### src/rtl/dzr_pkg.sv
package dzr_pkg;

   // bytes in each run count (2 to 4)
   localparam int unsigned COUNT_BYTES = 4;

   typedef logic [2:0] phase_type;

   localparam phase_type PH_WIDTH  = 3'd0;
   localparam phase_type PH_HEIGHT = 3'd1;
   localparam phase_type PH_EMPTY  = 3'd2;
   localparam phase_type PH_FULL   = 3'd3;
   localparam phase_type PH_LIT    = 3'd4;

   typedef struct packed {
      logic signed [15:0] depth_value;
      logic [31:0]        repeat_count;
      logic               frame_last;
      logic               overrun_error;
   } rsp_type;

   // index of the final byte of the field parsed in a phase
   function automatic logic [1:0] last_index(input phase_type phase);
      logic [1:0] idx;
      case (phase)
         PH_LIT:             idx = 2'd1;
         PH_EMPTY, PH_FULL:  idx = 2'(COUNT_BYTES - 1);
         default:            idx = 2'd3;
      endcase
      return idx;
   endfunction

endpackage

### src/rtl/dzr_req_if.sv
interface dzr_req_if;
   logic       valid;
   logic       ready;
   logic [7:0] data_byte;

   modport source (output valid, output data_byte, input ready);
   modport sink (input valid, input data_byte, output ready);
endinterface

### src/rtl/dzr_rsp_if.sv
interface dzr_rsp_if;
   logic               valid;
   logic               ready;
   logic signed [15:0] depth_value;
   logic [31:0]        repeat_count;
   logic               frame_last;
   logic               overrun_error;

   modport source (output valid, output depth_value, output repeat_count,
                   output frame_last, output overrun_error, input ready);
   modport sink (input valid, input depth_value, input repeat_count,
                 input frame_last, input overrun_error, output ready);
endinterface

### src/rtl/depth_zero_run_decoder.sv
// Zero-run depth image decoder. Takes the compressed stream one byte word per
// cycle on req_if: a little-endian 32-bit width and height, then pairs of an
// empty count and a full count (dzr_pkg::COUNT_BYTES bytes each) with that many
// 16-bit literals. Each nonzero empty run gives one rsp_if word (value 0 with
// its count) and each literal one word with count 1; the word that completes
// width*height pixels has frame_last set, runs past the frame are clipped and
// flagged with overrun_error. One byte is taken every cycle while rsp_if keeps
// up; a byte goes through an input register and the parse logic, and a result
// is registered in the output register. The widest path is the 32x32
// multiply of width by height, done in the cycle that parses the height's last
// byte. While a result waits on rsp_if, one more byte is held in the input
// register and bytes that give no result keep flowing.
module depth_zero_run_decoder (
   input logic      clock,
   input logic      reset,
   dzr_req_if.sink   req_if,
   dzr_rsp_if.source rsp_if
);

   logic            byte_vld_ff, byte_vld_in;
   logic [7:0]      byte_ff;
   logic            rsp_vld_ff, rsp_vld_in;
   dzr_pkg::rsp_type rsp_ff;
   dzr_pkg::rsp_type result;
   logic            emit;
   logic            step;

   dzr_parser u_parser (
      .clock     (clock),
      .reset     (reset),
      .step      (step),
      .data_byte (byte_ff),
      .emit      (emit),
      .result    (result)
   );

   // a byte that gives no result needs no room in the output register
   assign step         = byte_vld_ff && (!emit || !rsp_vld_ff || rsp_if.ready);
   assign req_if.ready = !byte_vld_ff || step;

   always_comb begin
      byte_vld_in = byte_vld_ff;
      if (req_if.valid && req_if.ready) begin
         byte_vld_in = 1'b1;
      end else if (step) begin
         byte_vld_in = 1'b0;
      end
      rsp_vld_in = rsp_vld_ff;
      if (step && emit) begin
         rsp_vld_in = 1'b1;
      end else if (rsp_if.ready) begin
         rsp_vld_in = 1'b0;
      end
   end

   always_ff @(posedge clock) begin
      if (reset) begin
         byte_vld_ff <= 1'b0;
         rsp_vld_ff  <= 1'b0;
      end else begin
         byte_vld_ff <= byte_vld_in;
         rsp_vld_ff  <= rsp_vld_in;
      end
   end

   always_ff @(posedge clock) begin
      if (req_if.valid && req_if.ready) begin
         byte_ff <= req_if.data_byte;
      end
      if (step && emit) begin
         rsp_ff <= result;
      end
   end

   assign rsp_if.valid         = rsp_vld_ff;
   assign rsp_if.depth_value   = rsp_ff.depth_value;
   assign rsp_if.repeat_count  = rsp_ff.repeat_count;
   assign rsp_if.frame_last    = rsp_ff.frame_last;
   assign rsp_if.overrun_error = rsp_ff.overrun_error;

`ifndef SYNTH
   // never overwrite a result that has not been taken
   a_no_clobber: assert property (@(posedge clock) disable iff (reset)
      !(step && emit && rsp_vld_ff && !rsp_if.ready))
      else $error("result register overwritten");

   a_byte_held: assert property (@(posedge clock) disable iff (reset)
      (req_if.valid && req_if.ready) |=> byte_vld_ff)
      else $error("accepted byte lost");

   // literals always carry a count of one
   a_literal_count: assert property (@(posedge clock) disable iff (reset)
      (rsp_vld_ff && rsp_ff.depth_value != 16'sd0) |-> rsp_ff.repeat_count == 32'd1)
      else $error("literal with count other than one");

   a_past_frame: assert property (@(posedge clock) disable iff (reset)
      (rsp_vld_ff && rsp_ff.overrun_error && !rsp_ff.frame_last) |->
      rsp_ff.repeat_count == 32'd1)
      else $error("overrun word past frame with bad count");
`endif

endmodule

### src/rtl/dzr_parser.sv
module dzr_parser (
   input  logic            clock,
   input  logic            reset,
   input  logic            step,
   input  logic [7:0]      data_byte,
   output logic            emit,
   output dzr_pkg::rsp_type result
);

   dzr_pkg::phase_type phase_ff, phase_in;
   logic [1:0]  idx_ff, idx_in;
   logic [23:0] asm_ff, asm_in;
   logic [31:0] width_ff, width_in;
   logic [31:0] total_ff, total_in;
   logic [31:0] pos_ff, pos_in;
   logic [31:0] lits_ff, lits_in;

   logic [31:0] word;
   logic [63:0] prod;
   logic [32:0] sum;
   logic [31:0] left;
   logic [31:0] pos_inc;
   logic [31:0] lits_dec;
   logic        clip;
   logic        in_frame;

   always_comb begin
      word     = {8'h00, asm_ff} | ({24'h000000, data_byte} << {idx_ff, 3'b000});
      prod     = {32'h0, width_ff} * {32'h0, word};
      sum      = {1'b0, pos_ff} + {1'b0, word};
      left     = total_ff - pos_ff;
      clip     = sum > {1'b0, total_ff};
      in_frame = pos_ff < total_ff;
      pos_inc  = pos_ff + 32'd1;
      lits_dec = (lits_ff == 32'd0) ? 32'd0 : lits_ff - 32'd1;

      phase_in = phase_ff;
      idx_in   = idx_ff;
      asm_in   = asm_ff;
      width_in = width_ff;
      total_in = total_ff;
      pos_in   = pos_ff;
      lits_in  = lits_ff;
      emit     = 1'b0;
      result   = '0;

      if (idx_ff != dzr_pkg::last_index(phase_ff)) begin
         idx_in = idx_ff + 2'd1;
         asm_in = word[23:0];
      end else begin
         idx_in = 2'd0;
         asm_in = '0;
         case (phase_ff)
            dzr_pkg::PH_HEIGHT: begin
               total_in = (prod[63:32] != 32'h0) ? 32'hFFFF_FFFF : prod[31:0];
               pos_in   = '0;
               lits_in  = '0;
               phase_in = (width_ff == 32'h0 || word == 32'h0) ?
                          dzr_pkg::PH_WIDTH : dzr_pkg::PH_EMPTY;
            end
            dzr_pkg::PH_EMPTY: begin
               phase_in = dzr_pkg::PH_FULL;
               if (word != 32'h0) begin
                  // a run past the frame end is cut at the end
                  emit                 = 1'b1;
                  pos_in               = clip ? total_ff : sum[31:0];
                  result.repeat_count  = clip ? left : word;
                  result.frame_last    = clip || (sum[31:0] == total_ff);
                  result.overrun_error = clip;
               end
            end
            dzr_pkg::PH_FULL: begin
               if (word == 32'h0) begin
                  phase_in = (pos_ff >= total_ff) ? dzr_pkg::PH_WIDTH : dzr_pkg::PH_EMPTY;
               end else begin
                  lits_in  = word;
                  phase_in = dzr_pkg::PH_LIT;
               end
            end
            dzr_pkg::PH_LIT: begin
               emit                 = 1'b1;
               pos_in               = in_frame ? pos_inc : pos_ff;
               lits_in              = lits_dec;
               result.depth_value   = word[15:0];
               result.repeat_count  = 32'd1;
               result.frame_last    = in_frame && (pos_inc == total_ff);
               result.overrun_error = !in_frame;
               if (lits_dec == 32'd0) begin
                  phase_in = (!in_frame || pos_inc == total_ff) ?
                             dzr_pkg::PH_WIDTH : dzr_pkg::PH_EMPTY;
               end
            end
            default: begin
               width_in = word;
               phase_in = dzr_pkg::PH_HEIGHT;
            end
         endcase
      end
   end

   always_ff @(posedge clock) begin
      if (reset) begin
         phase_ff <= dzr_pkg::PH_WIDTH;
         idx_ff   <= '0;
         asm_ff   <= '0;
         width_ff <= '0;
         total_ff <= '0;
         pos_ff   <= '0;
         lits_ff  <= '0;
      end else if (step) begin
         phase_ff <= phase_in;
         idx_ff   <= idx_in;
         asm_ff   <= asm_in;
         width_ff <= width_in;
         total_ff <= total_in;
         pos_ff   <= pos_in;
         lits_ff  <= lits_in;
      end
   end

endmodule

### src/flat_wrapper.sv
// flat-port wrapper written by rule: the top's interface ports become plain ports
module depth_zero_run_decoder_flat 
  (clock, reset, req_if_valid, req_if_data_byte, req_if_ready, rsp_if_valid, rsp_if_depth_value, rsp_if_repeat_count, rsp_if_frame_last, rsp_if_overrun_error, rsp_if_ready);
  dzr_req_if req_if_i ();
  dzr_rsp_if rsp_if_i ();
  input logic clock;
  input logic reset;
  input wire logic [$bits(req_if_i.valid)-1:0] req_if_valid;
  input wire logic [$bits(req_if_i.data_byte)-1:0] req_if_data_byte;
  output wire logic [$bits(req_if_i.ready)-1:0] req_if_ready;
  output wire logic [$bits(rsp_if_i.valid)-1:0] rsp_if_valid;
  output wire logic [$bits(rsp_if_i.depth_value)-1:0] rsp_if_depth_value;
  output wire logic [$bits(rsp_if_i.repeat_count)-1:0] rsp_if_repeat_count;
  output wire logic [$bits(rsp_if_i.frame_last)-1:0] rsp_if_frame_last;
  output wire logic [$bits(rsp_if_i.overrun_error)-1:0] rsp_if_overrun_error;
  input wire logic [$bits(rsp_if_i.ready)-1:0] rsp_if_ready;
  assign req_if_i.valid = req_if_valid;
  assign req_if_i.data_byte = req_if_data_byte;
  assign req_if_ready = req_if_i.ready;
  assign rsp_if_valid = rsp_if_i.valid;
  assign rsp_if_depth_value = rsp_if_i.depth_value;
  assign rsp_if_repeat_count = rsp_if_i.repeat_count;
  assign rsp_if_frame_last = rsp_if_i.frame_last;
  assign rsp_if_overrun_error = rsp_if_i.overrun_error;
  assign rsp_if_i.ready = rsp_if_ready;
  depth_zero_run_decoder u_core (.clock(clock), .reset(reset), .req_if(req_if_i), .rsp_if(rsp_if_i));
endmodule
### config.mk
export PLATFORM = sky130hd
export DESIGN_NAME = depth_zero_run_decoder_flat
export DESIGN_NICKNAME = d
export VERILOG_FILES = /design/src/rtl/dzr_pkg.sv /design/src/rtl/dzr_req_if.sv /design/src/rtl/dzr_rsp_if.sv /design/src/rtl/depth_zero_run_decoder.sv /design/src/rtl/dzr_parser.sv /design/src/flat_wrapper.sv
export SDC_FILE = /design/constraint.sdc
export NUM_CORES = 2
export LEC_CHECK = 0
export ABC_CLOCK_PERIOD_IN_PS = 8300
export CAP_MARGIN = 25
export CORE_MARGIN = 5
export CORE_UTILIZATION = 30
export DETAILED_ROUTE_END_ITERATION = 10
export DONT_BUFFER_PORTS = 1
export GPL_TIMING_DRIVEN = 0
export PLACE_DENSITY_LB_ADDON = 0.1
export SYNTH_ARGS = -nofsm -noshare
export SYNTH_HDL_FRONTEND = slang
export SYNTH_SLANG_ARGS = --single-unit
### constraint.sdc
create_clock -name clock -period 8.3 [get_ports clock]
set_input_delay 1.66 -clock clock [delete_from_list [all_inputs] [get_ports clock]]
set_output_delay 1.66 -clock clock [all_outputs]
set_load 0.01 [all_outputs]
# Word-level counts from Yosys, hierarchy flattened
# Index checks and enable logic that the tools add are counted.
dict set report classes {
  addsub 5
  multipliers 1
  n_lt_le_gt_ge 3
  n_eq_ne 11
  shift 1
  mux 27
  bitwise_logic 4
  n_reduce_logical 31
}
# op n
set op_table {}
lappend op_table {{32-bit 2-to-1 mux} 7}
lappend op_table {{32-bit one-hot mux with 3 select lines} 2}
lappend op_table {{32-bit logical NOT} 4}
lappend op_table {{34-bit one-hot mux with 2 select lines} 1}
lappend op_table {{32-bit equality test} 2}
lappend op_table {{32-bit by 32-bit multiplier with 64-bit output} 1}
lappend op_table {{32-bit nonzero test} 2}
lappend op_table {{34-bit 2-to-1 mux} 1}
lappend op_table {{32-bit by 32-bit adder with 33-bit output} 1}
lappend op_table {{33-bit by 32-bit > comparator with 1-bit output} 1}
lappend op_table {{32-bit by 1-bit adder with 32-bit output (second input constant)} 1}
lappend op_table {{32-bit >= comparator} 1}
lappend op_table {{32-bit less-than comparator} 1}
lappend op_table {{24-bit by 32-bit OR with 32-bit output} 1}
lappend op_table {{8-bit by 5-bit << shifter with 32-bit output} 1}
lappend op_table {{32-bit by 1-bit subtractor with 32-bit output (second input constant)} 1}
lappend op_table {{32-bit subtractor} 1}
lappend op_table {{24-bit 2-to-1 mux} 1}
lappend op_table {{3-bit one-hot mux with 4 select lines} 1}
lappend op_table {{2-bit 2-to-1 mux} 5}
lappend op_table {{3-bit AND reduction} 3}
lappend op_table {{2-bit != test (second input constant)} 4}
lappend op_table {{3-bit by 2-bit equality test with 1-bit output (second input constant)} 2}
lappend op_table {{1-bit logical OR} 6}
lappend op_table {{16 further kinds} 32}
dict set report word_totals {
  reg_bits 217
  word_cells 97
}

# Longest topological paths before layout
dict set report depth {
  depth_word 13
  depth_mapped 38
  mapped_depth_nobuf 34
}

# Cells and area by module
# From an unflattened synthesis, not the netlist that was laid out.
dict set report unflattened {
  hier_cells 5752
  area_unflattened_um2 49970.4
}
# mod instances cells_each area_each_um2 seq_area_each_um2
set by_module_without_submodules {}
lappend by_module_without_submodules {dzr_parser 1 5682 48124.9 3143.0}
lappend by_module_without_submodules {depth_zero_run_decoder 1 70 1845.5 1781.7}

# Least setup slack after synthesis
# Ideal clock, no wire load.
dict set report synth_path {
  path_type {reg2reg}
  from {register u_core.u_parser.idx_ff[0]}
  to {register u_core.u_parser.total_ff[4]}
  t_arrival_ns 8.675
  path_slack_ns -0.521
  path_stages_with_launch 35
  path_buffers 5
  path_cell_list {dfxtp_1 buf_2 clkbuf_1 nor2_1 nor2_1 inv_1 buf_1 and2_1 fa_1 fa_1 inv_1 fa_1 fa_1 inv_1 fa_1 inv_1 fa_1 fa_1 inv_1 fa_1 ha_1 buf_6 a21o_1 a31oi_1 o221ai_2 o21ai_1 nand2b_1 nand3_2 o41ai_4 mux2_2 nor4_1 nand4b_1 a2111oi_4 buf_6 a211oi_2}
}
dict set report synth_via {
  elab_chain_len 11
  elab_cells_between_ends 16
  cone_classes {mul (1); eq/ne (1); shift (1); mux (4); bitwise (2); reduce/logical (7)}
}
# element line_no
set synth_rtl {}
lappend synth_rtl {{from (decl)} dzr_parser.sv:11} ;# logic [1:0] idx_ff, idx_in;
lappend synth_rtl {{from (signal assigned)} dzr_parser.sv:112} ;# idx_ff <= idx_in;
lappend synth_rtl {{8-bit by 5-bit << shifter with 32-bit output (*)} dzr_parser.sv:28} ;# word = {8'h00, asm_ff} | ({24'h000000, data_byte} << {idx_ff, 3'b000});
lappend synth_rtl {{24-bit by 32-bit OR with 32-bit output (*)} dzr_parser.sv:28}
lappend synth_rtl {{named net u_core.u_parser.word[6]} dzr_parser.sv:18} ;# logic [31:0] word;
lappend synth_rtl {{parallel branches: the longest is 9 deep, another holds 32-bit by 32-bit multiplier with 64-bit output} -}
lappend synth_rtl {{to (signal assigned)} dzr_parser.sv:115} ;# total_ff <= total_in;
lappend synth_rtl {{to (decl)} dzr_parser.sv:14} ;# logic [31:0] total_ff, total_in;
# Mark *: on every way through the listed nets, which the timed path passes.
# A chain may end at the register's enable or synchronous reset.

# Worst setup path in the final report
dict set report layout_path {
  from {register u_core.u_parser.width_ff[16]}
  to {register u_core.u_parser.total_ff[3]}
}
dict set report layout_via {
  elab_chain_len 3
}
# element line_no
set layout_rtl {}
lappend layout_rtl {{from (decl)} dzr_parser.sv:13} ;# logic [31:0] width_ff, width_in;
lappend layout_rtl {{from (signal assigned)} dzr_parser.sv:114} ;# width_ff <= width_in;
lappend layout_rtl {{32-bit by 32-bit multiplier with 64-bit output} dzr_parser.sv:29} ;# prod = {32'h0, width_ff} * {32'h0, word};
lappend layout_rtl {{32-bit nonzero test} dzr_parser.sv:55} ;# total_in = (prod[63:32] != 32'h0) ? 32'hFFFF_FFFF : prod[31:0];
lappend layout_rtl {{32-bit 2-to-1 mux} dzr_parser.sv:55}
# Every way passes these cells.

==> results.toml <==
[timing]
grt_setup_unrepaired = "true"
period_needed_ns = 10.02
hold_viol = 0
tns_ns = -52.90
worst_slack_ns = -1.715
fmax_ghz = 0.09985
finalClockSkew_ns = 0.02329
setup_violations = 32
maxSlewViolCount = 0
timing.final.crit_share_pct = 120.7
slew_headroom_pct = 27.99
tightest_slew_ns = 1.080

[grt]
grt_pass1_vias = 43738
grt_antenna_before_repair = 30
grt_max_degree = 27
grt_pass1_wl_um = 321700
grt_usage_pct = 25.65
grt-ovfl-total = 0

[critical_path]
max_stage_delay_ns = 0.78
cpMostUsedCell = "fa_2"
crit_fanout = 10
critPathSlowestCell = "clkbuf_1"
cp_top_family = "adder cells"
path_buf_inv = 7
end_kind = "register"
worst_setup_path_start_kind = "register"
critPathKind = "register to register"
arrival_ns = 10.44
cp.required_ns = 8.73

[clock_network]
cts_tree = "done"
cts.sinks = 217
cts_htree_levels = 1
cts_buffers = 29
insertion_delay_ns = 0.60
cts_buffer_depth = 3
cts_hold_buf = 0
cts_root_buf = "clkbuf_16"
clk_pin_slew_ns = 0.06

[logic_synthesis]
synth.distinct_cells = 100
synth.net_count = 6865
syn-cell-area_mm2 = 0.04924
syn_inst = 5592
synth_edf_count = 58
yosysWarnings = 0
seq_area_frac_synth_pct = 10.00
async_reset_ff_share_pct = 0
synth-main-ff-cell = "dfxtp_1"
synth_area_per_cell_um2 = 8.806
ys_ff_latch = 217

[power]
finalPower_uw = 3447
worst_ir_drop_vdd_mv = 0.1633
clkPwrFrac_pct = 40.9
pwr-share-seq_pct = 31.8
combPwrFrac_pct = 27.3
power.density_mw_per_mm2 = 59.34
p_leak_uw = 0.02387
p_sw_share_pct = 34.85
switching_power_uw = 1201
internal_power_uw = 2246

[placed_design]
gp_congestion = 0.9535
io_buffers = 0
place_area_mm2 = 0.05297
hpwl_um = 180000
dp_slack_ns = -3.535

[job]
cap_violations = 0

[drt]
ant_nets = 0
drtIter0Drc = 3653
drt_first_pass_iters = 8
vias = 41602
vias_per_cell = 5.167
wl_per_cell_um = 27.88
drc = 0
routed_wirelength_um = 224500

[cells_and_area]
postLayoutCellArea_mm2 = 0.05809
synthToLayoutAreaGrowth_pct = 17.96
nFillCells = 17087
layout.cells.most_common = "fa_1"
final_cell_mix = "fa_1 (834), inv_1 (824), and2_1 (643), nand2_1 (517), ha_1 (351)"
drive_gt1_share_pct = 13.72
fin_nets = 7117

[floorplan]
die_y_um = 415.2
core-area_mm2 = 0.1630
io-pin-count = 64
die-area_mm2 = 0.1724
row_count = 148
die_x_um = 415.2
start_util_pct = 30.22

[status]
violations = "negative setup slack"
outcome = "finished, violations left"

[min_path]
hp-class = "register to register"
-- metal layers --
layer,global-route usage [%],part of all wire [%]
met1,34.61,43
met2,41.44,46
met3,4.393,6.8
met4,9.264,4.3
met5,0,0.040
-- sequential cells by signal, summed over array words and instances (netlist names) --
signal,flops
u_core.rsp_if.repeat_count,32
u_core.u_parser.lits_ff,32
u_core.u_parser.pos_ff,32
u_core.u_parser.total_ff,32
u_core.u_parser.width_ff,32
u_core.u_parser.asm_ff,24
u_core.rsp_if.depth_value,16
u_core.byte_ff,8
u_core.u_parser.phase_ff,3
u_core.u_parser.idx_ff,2
u_core.byte_vld_ff,1
u_core.rsp_if.frame_last,1
u_core.rsp_if.overrun_error,1
u_core.rsp_if.valid,1
-- layout make-up --
cell class,count,area [µm²],share of cell area (%)
Tap cell,2175,2721,4.685
Clock buffer,30,729.5,1.256
Sequential cell,217,4930,8.487
Antenna cell,10,25.02,0.04308
Buffer,323,2377,4.093
Clock inverter,24,307.8,0.5299
Timing Repair Buffer,235,2579,4.439
Inverter,865,3402,5.857
Multi-Input combinational cell,4173,41020,70.61
-- stage by stage --
stage          instances  utilization (%)  hold WS (ns)
2_1_floorplan       5592                -        0.4727
3_3_place_gp        7767            32.23        0.4897
3_5_place_dp        7795            32.50        0.4947
4_1_cts             7992            34.83        0.5098
5_1_grt             8045            35.64        0.5418
6_report            8052            35.65        0.5244
-- final timing paths --
kind,startpoint,end,slack [ns],cells after the start
min,u_core.u_parser.asm_ff[0],u_core.u_parser.asm_ff[0],0.52,2
max,u_core.u_parser.width_ff[16],u_core.u_parser.total_ff[3],-1.72,29
max reg2reg,u_core.u_parser.width_ff[16],u_core.u_parser.total_ff[3],-1.72,29
min reg2reg,u_core.u_parser.asm_ff[0],u_core.u_parser.asm_ff[0],0.52,2
-- synth_stat cells, drive strengths merged (5+ instances only) --
cell	count	area, µm²
a211o	5	43.79
a211oi	99	918.4
a21o	74	555.5
a21oi	213	1074
a221oi	15	187.7
a22oi	27	202.7
a311oi	9	85.08
a31oi	32	227.7
and2	669	4188
and3	27	173.9
and4	13	113.9
buf	55	304.0
clkbuf	282	1061
dfxtp	159	3183
edfxtp	58	1742
fa	898	17980
ha	363	4542
inv	865	3247
mux2	28	315.3
mux2i	24	240.2
nand2	524	1969
nand2b	26	162.7
nand3	54	280.3
nand4	52	325.3
nor2	350	1316
nor2b	17	106.4
nor3	92	470.5
nor3b	11	82.58
nor4	37	246.5
o211ai	15	112.6
o21a	21	157.7
o21ai	134	685.7
o21bai	20	150.1
o221ai	16	146.4
o22ai	18	112.6
o31ai	10	88.83
o32ai	10	95.10
or2	13	81.33
or3	15	93.84
or4	9	67.56
xnor2	104	910.9
xor2	59	516.8
-- tightest hold or removal path: stages (launching register included) --
cell and delay (ns):
dfxtp_1 0.33, nor2_1 0.10, nor3_1 0.05
-- power groups by stage --
| stage | logic, µW | registers [µW] | clock network [µW] |
|---|---|---|---|
| final | 941 | 1100 | 1410 |
| after global routing | 959 | 1100 | 1470 |
| after CTS | 885 | 1100 | 1430 |
| after detailed placement | 682 | 1130 | 0 |
| after global placement | 670 | 1130 | 0 |
| after floorplan | 327 | 1120 | 0 |
-- logic make-up after synthesis --
family / synth area share, %
AOI/OAI and AO/OA: 10.92
xor gates and xnor gates: 2.899
adders and majority gates: 45.73
buffers and inverters: 9.365
DFF: 10.00
muxes: 1.128
and+or+nand+nor: 19.96
-- timing repair --
item,in CTS,in global routing
gates resized for setup,323,286
setup endpoints to repair,98,49
cloned,1,2
setup buffers,151,53
pin swaps,95,155
No activity file was read; power rests on OpenSTA's default activity.
